<file path="src/hw/rtl/bra_pkg.sv">
// Shared types and constants for the bitmap range allocator.
// Used by bra_ctrl, bra_datapath and bitmap_range_allocator; no dependencies.
package bra_pkg;

    // Occupancy map word: sixteen slots per memory row
    localparam int WORD_BITS = 16;
    localparam int WORD_LOG  = 4;

    localparam int CFG_IDX_W  = 2;
    localparam int CFG_DATA_W = 64;
    localparam int IN_DATA_W  = 24;    // count(9) + start_req(8), padded to bytes
    localparam int OUT_DATA_W = 136;   // first_slot(8) + host(64) + device(64)

    // Configuration register indexes
    localparam logic [CFG_IDX_W-1:0] CFG_ACTIVE = 2'd0;
    localparam logic [CFG_IDX_W-1:0] CFG_STRIDE = 2'd1;
    localparam logic [CFG_IDX_W-1:0] CFG_HOST   = 2'd2;
    localparam logic [CFG_IDX_W-1:0] CFG_DEVICE = 2'd3;

    // Result status codes
    localparam logic [1:0] ST_OK      = 2'd0;
    localparam logic [1:0] ST_NORUN   = 2'd1;
    localparam logic [1:0] ST_BADFREE = 2'd2;

    // Request op codes
    localparam logic OP_ALLOC = 1'b0;
    localparam logic OP_FREE  = 1'b1;

    typedef enum logic [1:0] {
        PASS_SCAN  = 2'd0,   // search for first free run
        PASS_CHECK = 2'd1,   // verify run is fully used before freeing
        PASS_SET   = 2'd2,   // mark run used
        PASS_CLR   = 2'd3    // mark run free
    } t_pass;

    typedef struct packed {
        logic       load;        // latch request fields
        logic       go;          // arm a sweep over the words of a range
        t_pass      kind;
        logic       sweep;       // step the sweep one word
        logic       mul;         // form first slot times stride
        logic       res_load;    // load the output register
        logic [1:0] res_status;
        logic       res_addr;    // result carries index and addresses
    } t_dp_cmd;

    typedef struct packed {
        logic bad_count;   // zero count, or allocate larger than active size
        logic bad_range;   // free run leaves the active size
        logic is_free;
        logic hit;         // scan found a run in the current word
        logic miss;        // check found a free slot inside the run
        logic done;        // last word of the range processed this cycle
    } t_dp_stat;

endpackage

</file>
<file path="src/hw/rtl/bra_datapath.sv">
// Datapath of the bitmap range allocator: config registers, occupancy map
// memory with per-row valid bits, word sweep, run search and address math.
// Depends on bra_pkg.
module bra_datapath #(
    parameter int SLOTS = 256
) (
    input  logic                          i_clk,
    input  logic                          i_rst_n,
    input  logic                          i_cfg_valid,
    input  logic [bra_pkg::CFG_IDX_W-1:0] i_cfg_index,
    input  logic [bra_pkg::CFG_DATA_W-1:0] i_cfg_data,
    input  logic                          i_in_op,
    input  logic [8:0]                    i_in_count,
    input  logic [7:0]                    i_in_start,
    input  bra_pkg::t_dp_cmd              i_cmd,
    output bra_pkg::t_dp_stat             o_stat,
    output logic [1:0]                    o_status,
    output logic [7:0]                    o_first_slot,
    output logic [63:0]                   o_host_address,
    output logic [63:0]                   o_device_address
);
    import bra_pkg::*;

    localparam int NWORDS = (SLOTS + WORD_BITS - 1) / WORD_BITS;
    localparam int AW     = (NWORDS > 1) ? $clog2(NWORDS) : 1;
    localparam int GW     = AW + WORD_LOG;
    localparam int LW     = ((GW > 9) ? GW : 9) + 1;
    localparam int PW     = LW + 16;
    localparam logic [LW-1:0] SLOTS_L = LW'(SLOTS);

    // configuration
    logic [8:0]  r_active;
    logic [15:0] r_stride;
    logic [63:0] r_host;
    logic [63:0] r_dev;

    // request
    logic       r_op;
    logic [8:0] r_count;
    logic [7:0] r_start;

    // sweep
    t_pass          r_kind;
    logic [LW-1:0]  r_lo, r_hi;
    logic [AW-1:0]  r_addr, r_last, r_dat_addr;
    logic           r_rd_on, r_dat_v;
    logic [WORD_BITS-1:0] r_rdata;
    logic           r_rvalid;
    logic [NWORDS-1:0] r_wvalid;
    logic [LW-1:0]  r_run, r_first;
    logic [PW-1:0]  r_prod;

    logic [WORD_BITS-1:0] mem [0:NWORDS-1];

    // outputs
    logic [1:0]  r_o_status;
    logic [7:0]  r_o_first;
    logic [63:0] r_o_host, r_o_dev;

    logic [LW-1:0] lim, cnt, stl, lo, hi, hm1;
    logic [WORD_BITS-1:0] dat, inr, wr_data;
    logic          proc, rd, wr_en;
    logic          scan_hit;
    logic [LW-1:0] scan_s, run_end;

    assign cnt = LW'(r_count);
    assign stl = LW'(r_start);
    assign lim = (LW'(r_active) > SLOTS_L) ? SLOTS_L : LW'(r_active);

    assign o_stat.bad_count = (r_count == '0) || ((r_op == OP_ALLOC) && (cnt > lim));
    assign o_stat.bad_range = (r_op == OP_FREE) && ((stl >= lim) || (cnt > lim - stl));
    assign o_stat.is_free   = (r_op == OP_FREE);

    always_comb begin
        unique case (i_cmd.kind)
            PASS_SCAN: begin
                lo = '0;
                hi = lim;
            end
            PASS_SET: begin
                lo = r_first;
                hi = r_first + cnt;
            end
            PASS_CHECK, PASS_CLR: begin
                lo = stl;
                hi = stl + cnt;
            end
            default: begin
                lo = '0;
                hi = lim;
            end
        endcase
        hm1 = hi - LW'(1);
    end

    assign dat = r_rvalid ? r_rdata : '0;

    // in-range mask of the word under processing
    always_comb begin
        for (int j = 0; j < WORD_BITS; j++) begin
            inr[j] = (((LW'(r_dat_addr) << WORD_LOG) + LW'(j)) >= r_lo) &&
                     (((LW'(r_dat_addr) << WORD_LOG) + LW'(j)) <  r_hi);
        end
    end

    // Free run ending at each bit: trailing free bits within the word, plus the
    // carried-in run when the whole prefix is free. Lowest qualifying bit wins.
    always_comb begin : p_scan
        logic [WORD_BITS-1:0] fr;
        logic [WORD_LOG:0]    lastu;
        logic [LW-1:0]        runj;
        fr       = inr & ~dat;
        scan_hit = 1'b0;
        scan_s   = '0;
        run_end  = '0;
        for (int j = 0; j < WORD_BITS; j++) begin
            lastu = '0;
            for (int k = 0; k <= j; k++) begin
                if (!fr[k]) lastu = (WORD_LOG+1)'(k + 1);
            end
            if (lastu == '0) runj = r_run + LW'(j + 1);
            else             runj = LW'(j + 1) - LW'(lastu);
            if (!scan_hit && (runj >= cnt)) begin
                scan_hit = 1'b1;
                scan_s   = (LW'(r_dat_addr) << WORD_LOG) + LW'(j + 1) - cnt;
            end
            if (j == WORD_BITS - 1) run_end = runj;
        end
    end

    assign proc    = i_cmd.sweep && r_dat_v;
    assign rd      = i_cmd.sweep && r_rd_on;
    assign wr_en   = proc && ((r_kind == PASS_SET) || (r_kind == PASS_CLR));
    assign wr_data = (r_kind == PASS_SET) ? (dat | inr) : (dat & ~inr);

    assign o_stat.hit  = proc && (r_kind == PASS_SCAN) && scan_hit;
    assign o_stat.miss = proc && (r_kind == PASS_CHECK) && (|(inr & ~dat));
    assign o_stat.done = proc && (r_dat_addr == r_last);

    always_ff @(posedge i_clk) begin
        if (!i_rst_n) begin
            r_active <= 9'd256;
            r_stride <= 16'd32;
            r_host   <= '0;
            r_dev    <= '0;
            r_rd_on  <= 1'b0;
            r_dat_v  <= 1'b0;
            r_wvalid <= '0;
        end else begin
            if (i_cfg_valid) begin
                unique case (i_cfg_index)
                    CFG_ACTIVE: r_active <= i_cfg_data[8:0];
                    CFG_STRIDE: r_stride <= i_cfg_data[15:0];
                    CFG_HOST:   r_host   <= i_cfg_data;
                    CFG_DEVICE: r_dev    <= i_cfg_data;
                    default:    r_host   <= r_host;
                endcase
            end
            if (i_cmd.go) begin
                r_rd_on <= 1'b1;
            end else if (rd && (r_addr == r_last)) begin
                r_rd_on <= 1'b0;
            end
            r_dat_v <= rd;
            if (wr_en) r_wvalid[r_dat_addr] <= 1'b1;
        end
    end

    always_ff @(posedge i_clk) begin
        if (i_cmd.load) begin
            r_op    <= i_in_op;
            r_count <= i_in_count;
            r_start <= i_in_start;
        end
        if (i_cmd.go) begin
            r_kind <= i_cmd.kind;
            r_lo   <= lo;
            r_hi   <= hi;
            r_addr <= lo[AW+WORD_LOG-1:WORD_LOG];
            r_last <= hm1[AW+WORD_LOG-1:WORD_LOG];
            r_run  <= '0;
        end else if (rd) begin
            r_addr <= r_addr + AW'(1);
        end
        if (rd) begin
            r_dat_addr <= r_addr;
            r_rvalid   <= r_wvalid[r_addr];
        end
        if (proc && (r_kind == PASS_SCAN)) begin
            if (scan_hit) r_first <= scan_s;
            else          r_run   <= run_end;
        end
        if (i_cmd.mul) r_prod <= PW'(r_first) * PW'(r_stride);
        if (i_cmd.res_load) begin
            r_o_status <= i_cmd.res_status;
            if (i_cmd.res_addr) begin
                r_o_first <= r_first[7:0];
                r_o_host  <= r_host + 64'(r_prod);
                r_o_dev   <= r_dev + 64'(r_prod);
            end else begin
                r_o_first <= '0;
                r_o_host  <= '0;
                r_o_dev   <= '0;
            end
        end
    end

    // occupancy map: one read and one write port, registered read
    always_ff @(posedge i_clk) begin
        if (rd)    r_rdata <= mem[r_addr];
        if (wr_en) mem[r_dat_addr] <= wr_data;
    end

    assign o_status         = r_o_status;
    assign o_first_slot     = r_o_first;
    assign o_host_address   = r_o_host;
    assign o_device_address = r_o_dev;

endmodule

</file>
<file path="src/hw/rtl/bra_ctrl.sv">
// Controller of the bitmap range allocator: request sequencing state machine
// and output register handshake. Depends on bra_pkg.
module bra_ctrl (
    input  logic              i_clk,
    input  logic              i_rst_n,
    input  logic              i_in_valid,
    output logic              o_in_ready,
    output logic              o_out_valid,
    input  logic              i_out_ready,
    input  bra_pkg::t_dp_stat i_stat,
    output bra_pkg::t_dp_cmd  o_cmd
);
    import bra_pkg::*;

    typedef enum logic [9:0] {
        S_IDLE  = 10'b00_0000_0001,
        S_CHK   = 10'b00_0000_0010,
        S_SCAN  = 10'b00_0000_0100,
        S_CHECK = 10'b00_0000_1000,
        S_PSET  = 10'b00_0001_0000,
        S_SETW  = 10'b00_0010_0000,
        S_PCLR  = 10'b00_0100_0000,
        S_CLRW  = 10'b00_1000_0000,
        S_MUL   = 10'b01_0000_0000,
        S_RES   = 10'b10_0000_0000
    } t_state;

    t_state     r_state, n_state;
    logic       r_out_valid, n_out_valid;
    logic [1:0] r_status, n_status;
    logic       r_addr_en, n_addr_en;

    always_comb begin
        n_state     = r_state;
        n_status    = r_status;
        n_addr_en   = r_addr_en;
        n_out_valid = r_out_valid && !i_out_ready;
        o_cmd       = '0;
        o_cmd.kind  = PASS_SCAN;
        unique case (r_state)
            S_IDLE: begin
                if (i_in_valid) begin
                    o_cmd.load = 1'b1;
                    n_state    = S_CHK;
                end
            end
            S_CHK: begin
                n_addr_en = 1'b0;
                if (i_stat.bad_count) begin
                    n_status = ST_NORUN;
                    n_state  = S_RES;
                end else if (i_stat.bad_range) begin
                    n_status = ST_BADFREE;
                    n_state  = S_RES;
                end else begin
                    o_cmd.go   = 1'b1;
                    o_cmd.kind = i_stat.is_free ? PASS_CHECK : PASS_SCAN;
                    n_state    = i_stat.is_free ? S_CHECK : S_SCAN;
                end
            end
            S_SCAN: begin
                o_cmd.sweep = 1'b1;
                o_cmd.kind  = PASS_SCAN;
                if (i_stat.hit) begin
                    n_state = S_PSET;
                end else if (i_stat.done) begin
                    n_status = ST_NORUN;
                    n_state  = S_RES;
                end
            end
            S_CHECK: begin
                o_cmd.sweep = 1'b1;
                o_cmd.kind  = PASS_CHECK;
                if (i_stat.miss) begin
                    n_status = ST_BADFREE;
                    n_state  = S_RES;
                end else if (i_stat.done) begin
                    n_state = S_PCLR;
                end
            end
            S_PSET: begin
                o_cmd.go   = 1'b1;
                o_cmd.kind = PASS_SET;
                n_state    = S_SETW;
            end
            S_SETW: begin
                o_cmd.sweep = 1'b1;
                o_cmd.kind  = PASS_SET;
                if (i_stat.done) n_state = S_MUL;
            end
            S_PCLR: begin
                o_cmd.go   = 1'b1;
                o_cmd.kind = PASS_CLR;
                n_state    = S_CLRW;
            end
            S_CLRW: begin
                o_cmd.sweep = 1'b1;
                o_cmd.kind  = PASS_CLR;
                if (i_stat.done) begin
                    n_status = ST_OK;
                    n_state  = S_RES;
                end
            end
            S_MUL: begin
                o_cmd.mul = 1'b1;
                n_status  = ST_OK;
                n_addr_en = 1'b1;
                n_state   = S_RES;
            end
            S_RES: begin
                if (!r_out_valid || i_out_ready) begin
                    o_cmd.res_load   = 1'b1;
                    o_cmd.res_status = r_status;
                    o_cmd.res_addr   = r_addr_en;
                    n_out_valid      = 1'b1;
                    n_state          = S_IDLE;
                end
            end
            default: n_state = S_IDLE;
        endcase
    end

    always_ff @(posedge i_clk) begin
        if (!i_rst_n) begin
            r_state     <= S_IDLE;
            r_out_valid <= 1'b0;
        end else begin
            r_state     <= n_state;
            r_out_valid <= n_out_valid;
        end
    end

    always_ff @(posedge i_clk) begin
        r_status  <= n_status;
        r_addr_en <= n_addr_en;
    end

    assign o_in_ready  = (r_state == S_IDLE);
    assign o_out_valid = r_out_valid;

`ifndef SYNTH
    a_hit_marks: assert property (@(posedge i_clk) disable iff (!i_rst_n)
        (r_state == S_SCAN && i_stat.hit) |=> (r_state == S_PSET))
        else $error("scan hit did not start the mark pass");

    a_no_overwrite: assert property (@(posedge i_clk) disable iff (!i_rst_n)
        o_cmd.res_load |-> (!r_out_valid || i_out_ready))
        else $error("output register overwritten before it was taken");

    a_load_checks: assert property (@(posedge i_clk) disable iff (!i_rst_n)
        o_cmd.load |=> (r_state == S_CHK))
        else $error("accepted request skipped the precheck");

    a_alloc_result: assert property (@(posedge i_clk) disable iff (!i_rst_n)
        (r_state == S_MUL) |=> (r_state == S_RES && r_addr_en && r_status == ST_OK))
        else $error("allocation result not marked ok with addresses");
`endif

endmodule

</file>
<file path="src/hw/rtl/bitmap_range_allocator.sv">
// Top level of the bitmap range allocator: first-fit contiguous slot
// allocation over an occupancy map. Depends on bra_pkg, bra_ctrl, bra_datapath.
//
//  channel   direction  handshake                     payload
//  s_axis    in         s_axis_tvalid/s_axis_tready   tuser op, tdata count, start_req
//  m_axis    out        m_axis_tvalid/m_axis_tready   tuser status, tdata slot, addresses
//  cfg       in         i_cfg_valid/o_cfg_ready       i_cfg_index, i_cfg_data
//
// Map memory is read one 16-slot word per cycle during a sweep. After a precheck,
// an allocate scans for the first free run (Ws words), marks it used (Wm words)
// and forms the addresses; a free checks the run (W words) and clears it; a rejected
// request goes straight to the result. The controller then returns to idle.
// Reset is synchronous; the map reads as all free after reset through per-row
// valid bits, no clearing pass. Input is taken only between requests; a result
// waiting in the output register does not block the next request's work.
module bitmap_range_allocator #(
    parameter int SLOTS = 256
) (
    input  logic                              i_clk,
    input  logic                              i_rst_n,
    input  logic                              s_axis_tvalid,
    output logic                              s_axis_tready,
    input  logic [bra_pkg::IN_DATA_W-1:0]     s_axis_tdata,  // count[8:0], start_req[16:9]
    input  logic                              s_axis_tuser,  // op[0]
    output logic                              m_axis_tvalid,
    input  logic                              m_axis_tready,
    output logic [bra_pkg::OUT_DATA_W-1:0]    m_axis_tdata,  // first_slot[7:0], host_address[71:8],
                                                             // device_address[135:72]
    output logic [1:0]                        m_axis_tuser,  // status[1:0]
    input  logic                              i_cfg_valid,
    output logic                              o_cfg_ready,
    input  logic [bra_pkg::CFG_IDX_W-1:0]     i_cfg_index,
    input  logic [bra_pkg::CFG_DATA_W-1:0]    i_cfg_data
);
    import bra_pkg::*;

    t_dp_cmd     cmd;
    t_dp_stat    stat;
    logic [1:0]  status;
    logic [7:0]  first_slot;
    logic [63:0] host_address, device_address;

    bra_ctrl u_ctrl (
        .i_clk       (i_clk),
        .i_rst_n     (i_rst_n),
        .i_in_valid  (s_axis_tvalid),
        .o_in_ready  (s_axis_tready),
        .o_out_valid (m_axis_tvalid),
        .i_out_ready (m_axis_tready),
        .i_stat      (stat),
        .o_cmd       (cmd)
    );

    bra_datapath #(
        .SLOTS (SLOTS)
    ) u_dp (
        .i_clk            (i_clk),
        .i_rst_n          (i_rst_n),
        .i_cfg_valid      (i_cfg_valid),
        .i_cfg_index      (i_cfg_index),
        .i_cfg_data       (i_cfg_data),
        .i_in_op          (s_axis_tuser),
        .i_in_count       (s_axis_tdata[8:0]),
        .i_in_start       (s_axis_tdata[16:9]),
        .i_cmd            (cmd),
        .o_stat           (stat),
        .o_status         (status),
        .o_first_slot     (first_slot),
        .o_host_address   (host_address),
        .o_device_address (device_address)
    );

    assign o_cfg_ready  = 1'b1;
    assign m_axis_tdata = {device_address, host_address, first_slot};
    assign m_axis_tuser = status;

endmodule
</file>
<file path="config.mk">
export PLATFORM = sky130hd
export DESIGN_NAME = bitmap_range_allocator
export DESIGN_NICKNAME = d
export VERILOG_FILES = /design/src/hw/rtl/bra_pkg.sv /design/src/hw/rtl/bra_datapath.sv /design/src/hw/rtl/bra_ctrl.sv /design/src/hw/rtl/bitmap_range_allocator.sv
export SDC_FILE = /design/constraint.sdc
export NUM_CORES = 2
export LEC_CHECK = 0
export BUFFER_PORTS_ARGS = -buffer_cell sky130_fd_sc_hd__buf_2
export CORE_UTILIZATION = 55
export CTS_BUF_LIST = sky130_fd_sc_hd__clkbuf_16
export CTS_CLUSTER_DIAMETER = 150
export DETAILED_ROUTE_END_ITERATION = 10
export GPL_TIMING_DRIVEN = 0
export MAX_ROUTING_LAYER = met4
export PLACE_DENSITY = 0.76
export SYNTH_ARGS = -nofsm -noshare
export SYNTH_HDL_FRONTEND = slang
export SYNTH_HIERARCHICAL = 1
export SYNTH_SLANG_ARGS = --single-unit
export TNS_END_PERCENT = 50
</file>
<file path="constraint.sdc">
create_clock -name i_clk -period 12.3 [get_ports i_clk]
set_clock_uncertainty 0.15 [all_clocks]
set_input_delay 0.615 -clock i_clk [delete_from_list [all_inputs] [get_ports i_clk]]
set_output_delay 0.615 -clock i_clk [all_outputs]
set_load 0.05 [all_outputs]
</file>
-- Word level (Yosys, flattened, before mapping)
Memories as Yosys holds them, arrays and structs flattened. A register that Yosys moved wholly into a read port is not among the register bits.
Index checks and enable logic that the tools add are counted.
Widths: inputs -> output; s select.
- register bits: 422
- memory bits (writable): 256
- word-level logic and storage cells: 410
- memories kept: 1
- add/subtract/negate cells: 71
- multiply operators: 1
- magnitude comparators: 55
- equal/unequal tests: 30
- mux-type cells: 114
- bitwise gates (word level): 7
- reduce and logical (&&, ||, !) cells: 103
- memory list (name ; words ; bits a word ; rd ports ; clocked after Yosys merged registers in ; write ports ; line ; RTL):
    u_dp.mem ; 16 ; 16 ; 1 ; 1 ; 1 ; bra_datapath.sv:53 ; logic [WORD_BITS-1:0] mem [0:NWORDS-1];
- operator list (kind ; count):
    $mux 10 ; 44
    $ge 10x9->1 ; 16
    $sub 10x9->10 ; 16
    $ge 10x10->1 ; 15
    $lt 10x10->1 ; 15
    $add 64x26->64 ; 2
    $pmux 10 s10 ; 1
    $add 10x4->10 const B ; 8
    $logic_not 5->1 ; 16
    $add 8x4->9 const B ; 8
    $mux 5 ; 14
    $pmux 10 s3 ; 2
    $sub 4x5->6 const A ; 8
    $logic_and 1x1->1 ; 44
    $add 10x3->10 const B ; 4
    $add 8x3->9 const B ; 4
    $and 16x16->16 ; 2
    $mux 16 ; 2
    $not 16->16 ; 2
    $or 16x16->16 ; 2
    $mux 1 ; 30
    $mul 10x16->26 ; 1
    $sub 3x5->6 const A ; 4
    $add 10x2->10 const B ; 2
    57 further kinds ; 119

-- Logic depth before layout (Yosys ltp)
- depth after elaboration: 57
- gate-level depth with buffers: 40

-- By module
Netlist, hierarchy kept.
- by module, submodules not included (module ; instances ; cells each ; area each (um^2)):
    bra_datapath ; 1 ; 4608 ; 45756.4
    bra_ctrl ; 1 ; 105 ; 973.4
    bitmap_range_allocator ; 1 ; 2 ; 11.3

-- Worst setup path after synthesis
No wires, ideal clock.
- kind: register to register
- from: reg u_ctrl.r_state[0]
- to: reg u_dp.r_o_host[26], in the netlist u_dp/o_host_address[26], data pin
- library setup time: 0.140 ns
- arrival: 8.309 ns
- required time: 12.010 ns
- slack: 3.701 ns
- cell stages (with the launch flop): 10
- path buffers: 3
- period minus slack after synthesis: 8.599 ns
- path through: dfxtp_1 buf_4 nor4_4 nand4b_1 nor2b_1 and2_1 inv_2 clkbuf_1 clkbuf_1 nor2_1
- RTL lines (element ; line ; RTL):
    from (decl) ; bra_ctrl.sv:28 ; t_state r_state, n_state;
    from (signal assigned) ; bra_ctrl.sv:128 ; r_state <= n_state;
    to (signal assigned) ; bra_datapath.sv:198 ; r_o_host <= r_host + 64'(r_prod);
    to (decl) ; bra_datapath.sv:58 ; logic [63:0] r_o_host, r_o_dev;

-- Final worst setup path
- from: reg u_dp.r_dat_addr[3]
- to: reg u_dp.r_first[7], data pin
- word-level cells in the longest chain between the ends: 53
- elaborated cells between the ends (all ways): 222
- RTL lines (element ; line ; RTL):
    from (decl) ; bra_datapath.sv:45 ; logic [AW-1:0] r_addr, r_last, r_dat_addr;
    from (signal assigned) ; bra_datapath.sv:186 ; r_dat_addr <= r_addr;
    parallel branches: the longest is 52 deep, another holds $ge 10x10->1 ; - ;
    $mux 10 * ; bra_datapath.sv:123 ; if (!scan_hit && (runj >= cnt)) begin
    net u_dp.scan_s[7] ; bra_datapath.sv:64 ; logic [LW-1:0] scan_s, run_end;
    to (signal assigned) ; bra_datapath.sv:190 ; if (scan_hit) r_first <= scan_s;
    to (decl) ; bra_datapath.sv:50 ; logic [LW-1:0] r_run, r_first;
Mark *: on every way through the listed nets, which the timed path passes.
A chain may end at the register's enable or synchronous reset.

==> out/summary.txt <==
Largest net degree at the start of global routing: 37
Post-CTS Setup Repair Bufs: 0
Post-Synthesis Net Count: 5284
Arrival @ worst endpoint: 10.13 ns
Worst hold-check path type: primary input to register
Max_slew headroom: 3.19%
Period utilization: 80.5%
CTS tree: built
Synth Area in Compound Gates: 14.5%
CP required: 12.53 ns
Largest family of logic cells by synthesized area: simple AND/OR/NAND/NOR gates
# rows: 106
Top_reg_cell synth: edfxtp_1
GRT Util Overall: 33.8%
Post-DP HPWL: 109 mm
Clock Tree Root: clkbuf_16
GP Congestion: 1.05
Mapped Area: 46700 um2
Die area: 86200 um2
Reg2Reg Launch Point: u_dp/r_dat_addr[3]$_DFFE_PP_
Critical Path Start: u_dp/r_dat_addr[3]$_DFFE_PP_
Commonest non-fill, non-tap cell in the layout: nand2_1
Final setup fails: 0
Max rail drop VDD: 0.126 mV
Crit path capture type: register
Max clock buf depth: 3
Total core area: 83800 um2
Register bit total from synthesis: 694
Mux contribution to synthesized area: 4.38%
Final Hold Vio Count: 0
Worst-Margin Slew: 1.44 ns
Fraction of registers with async set/reset: 0%
Worst-Skew Late Latency: 0.65 ns
Fraction of layout cells with a size suffix above 1: 10.9%
Die height: 294 um
First-pass GRT wire length: 216 mm
Xor and xnor area share after synthesis: 5.19%
Cts bufs inserted: 76
Commonest non-fill, non-tap cells in the layout: nand2_1 (642), edfxtp_1 (502), ha_1 (355)
Crit path largest cell delay: 0.75 ns
Vias: 38076
Wire length per cell: 22.8 um
Syn Area/Cell: 9.91 um2
Pleak: 20.4 nW
Library cells used by synthesis: 114
Grt ovf: 0
Post-layout min period: 9.90 ns
Port Buffers: 227
FMAX: 101 MHz
Post-Synth Adder-Cell Area: 14.6%
Max cap viols: 0
Clk pin slew, worst setup/hold paths: 0.06 ns
Initial Util: 55.8%
EDFF count, synth: 502
Hold WS: 0.0870 ns
DRC violations left: 0
CP startpoint kind: register
Htree depth: 3
Run status: complete, no violations
P&R area growth vs syn: 12.1%
CTS sink count: 694
Crit Path Max Fanout: 10
Via-per-instance ratio: 6.08
Number of global-route vias before repair: 36339
Max stage delay cell, worst path: a2111oi_0
Initial antenna violation count: 6
Synth Area in Simple Gates: 17.0%
TNS Setup: 0 ns
Number of synthesis warnings: 6
Unrepaired setup endpoints after global routing: false
Gate Count Post-Synth: 4715
# IOs: 237
Max Slew Vio Count: 0
Layout Nets: 5632
Routed WL: 143 mm
Critical path class: register to register
Die Span X: 294 um
Register area share after synthesis: 40.5%
Power density cells: 123 nW/um2
FILL cells: 6880
1st-pass router iterations: 6
Hold wc startpoint: i_cfg_data[60]
DRT iter0 DRCs: 3786
Final ANT Viol Nets: 0
==> cell families (layout without fill, tap and decap cells) <==
kind of cell / Yosys count / after routing
flops: 694 / 694
fa+ha+maj: 473 / 473
xor+xnor: 277 / 277
compound gates: 1009 / 1009
buf+inv: 451 / 862
mux: 154 / 154
other cells: 1 / 6
simple gates: 1656 / 1656
==> where the power goes <==
part	switching, mW	total [mW]	internal, mW
Clock	0.955	2.25	1.29
Sequential	0.0925	2.67	2.58
Combinational	1.02	1.55	0.539
Total	2.06	6.47	4.41
==> worst max-delay path, delay by kind of cell (launching register included) <==
kind / cells / cell delay, ns
AOI/OAI and AO/OA: 16 / 5.46
adders and majority gates: 3 / 0.87
buffers and inverters: 3 / 0.76
DFF: 1 / 0.55
and+or+nand+nor: 8 / 1.83
==> registers in the layout, summed over array words and instances, names as in the netlist, 9 cells and up <==
name                   cells
u_ctrl/r_state            10
u_dp/r_stride             16
u_dp/r_hi                 10
u_dp/mem                 256
u_dp/o_device_address     64
u_dp/r_first              10
u_dp/o_host_address       64
u_dp/r_wvalid             16
u_dp/r_lo                 10
u_dp/r_active              9
u_dp/r_rdata              16
u_dp/r_dev                64
u_dp/r_run                10
u_dp/r_host               64
u_dp/r_prod               26
u_dp/r_count               9
==> final timing paths <==
| path | endpoint | slack [ns] | cells after the start |
|---|---|---|---|
| setup / recovery | u_dp/r_first[7]$_DFFE_PP_ | 2.40 | 30 |
| hold reg to reg | u_dp/r_dat_addr[3]$_DFFE_PP_ | 0.29 | 0 |
| hold / removal | u_dp/r_host[60]$_SDFFE_PN0P_ | 0.09 | 3 |
| setup reg to reg | u_dp/r_first[7]$_DFFE_PP_ | 2.40 | 30 |
==> per-layer routing <==
layer / share of wire (%) / wire length (um) / track usage, %
met5: 0 / 0 / -
met4: 4.9 / 7050 / 15.1
met3: 8.5 / 12100 / 4.67
met2: 46 / 66300 / 53.7
met1: 40 / 57500 / 43.1
==> cell type report <==
class                      instances  area (um2)  area share, %
clock buffer                      80        2000           3.82
multi-input combinational       3570       26100           49.8
antenna                            5        12.5         0.0239
timing repair buffer             270        1700           3.23
sequential                       694       18900           36.1
buffer                           223         943           1.80
clock inverter                    61         465          0.888
tap                             1134        1420           2.71
inverter                         228         856           1.63
==> through the flow <==
stage	cells	setup WS, ns	instance area, um2	power [mW]	util, %
3_5_place_dp	6099	2.82	49700	4.21	59.3
5_1_grt	6263	2.18	52400	6.72	62.5
2_1_floorplan	4715	3.70	46700	3.72	-
3_3_place_gp	6076	0.645	49300	4.19	58.8
6_report	6265	2.40	52400	6.47	62.5
4_1_cts	6258	2.81	52300	6.45	62.4
==> synthesized netlist by cell type, types with 8 or more instances <==
library cell | n | area share [%]
mux4_2 | 34 | 1.6
a21o_1 | 81 | 1.3
nand3_1 | 95 | 1.0
o31ai_1 | 22 | 0.35
a211o_1 | 12 | 0.22
nand2b_1 | 40 | 0.54
or4_1 | 10 | 0.16
or3_1 | 28 | 0.37
nand2_1 | 642 | 5.2
or2_2 | 21 | 0.28
buf_1 | 15 | 0.12
ha_1 | 355 | 9.5
mux2_2 | 34 | 0.82
xnor2_1 | 176 | 3.3
nand4_1 | 28 | 0.37
and3_1 | 46 | 0.62
o2111ai_1 | 13 | 0.24
a211oi_1 | 28 | 0.45
a21oi_1 | 219 | 2.3
nor2b_1 | 55 | 0.74
dfxtp_1 | 192 | 8.2
a21boi_0 | 153 | 2.5
mux2_4 | 8 | 0.26
a2111oi_0 | 9 | 0.17
mux2i_1 | 78 | 1.7
o21bai_1 | 22 | 0.35
o21ai_0 | 198 | 2.1
nor3_1 | 79 | 0.85
o21a_1 | 41 | 0.66
a221oi_1 | 25 | 0.47
nand3b_1 | 8 | 0.13
xor2_1 | 101 | 1.9
a31oi_1 | 26 | 0.35
nor4_1 | 24 | 0.32
edfxtp_1 | 502 | 32
nor3b_1 | 13 | 0.21
inv_1 | 219 | 1.8
and2_1 | 149 | 2.0
o22ai_1 | 13 | 0.17
nor2_1 | 361 | 2.9
fa_1 | 118 | 5.1
a22oi_1 | 28 | 0.45
clkbuf_1 | 188 | 1.5
o211ai_1 | 21 | 0.34
==> what timing repair did <==
action                    CTS  global route
hold buffers               18             0
hold endpoints to repair   18             0
gates resized for setup     0             0
Note: power is estimated with default switching activity, not from simulation.
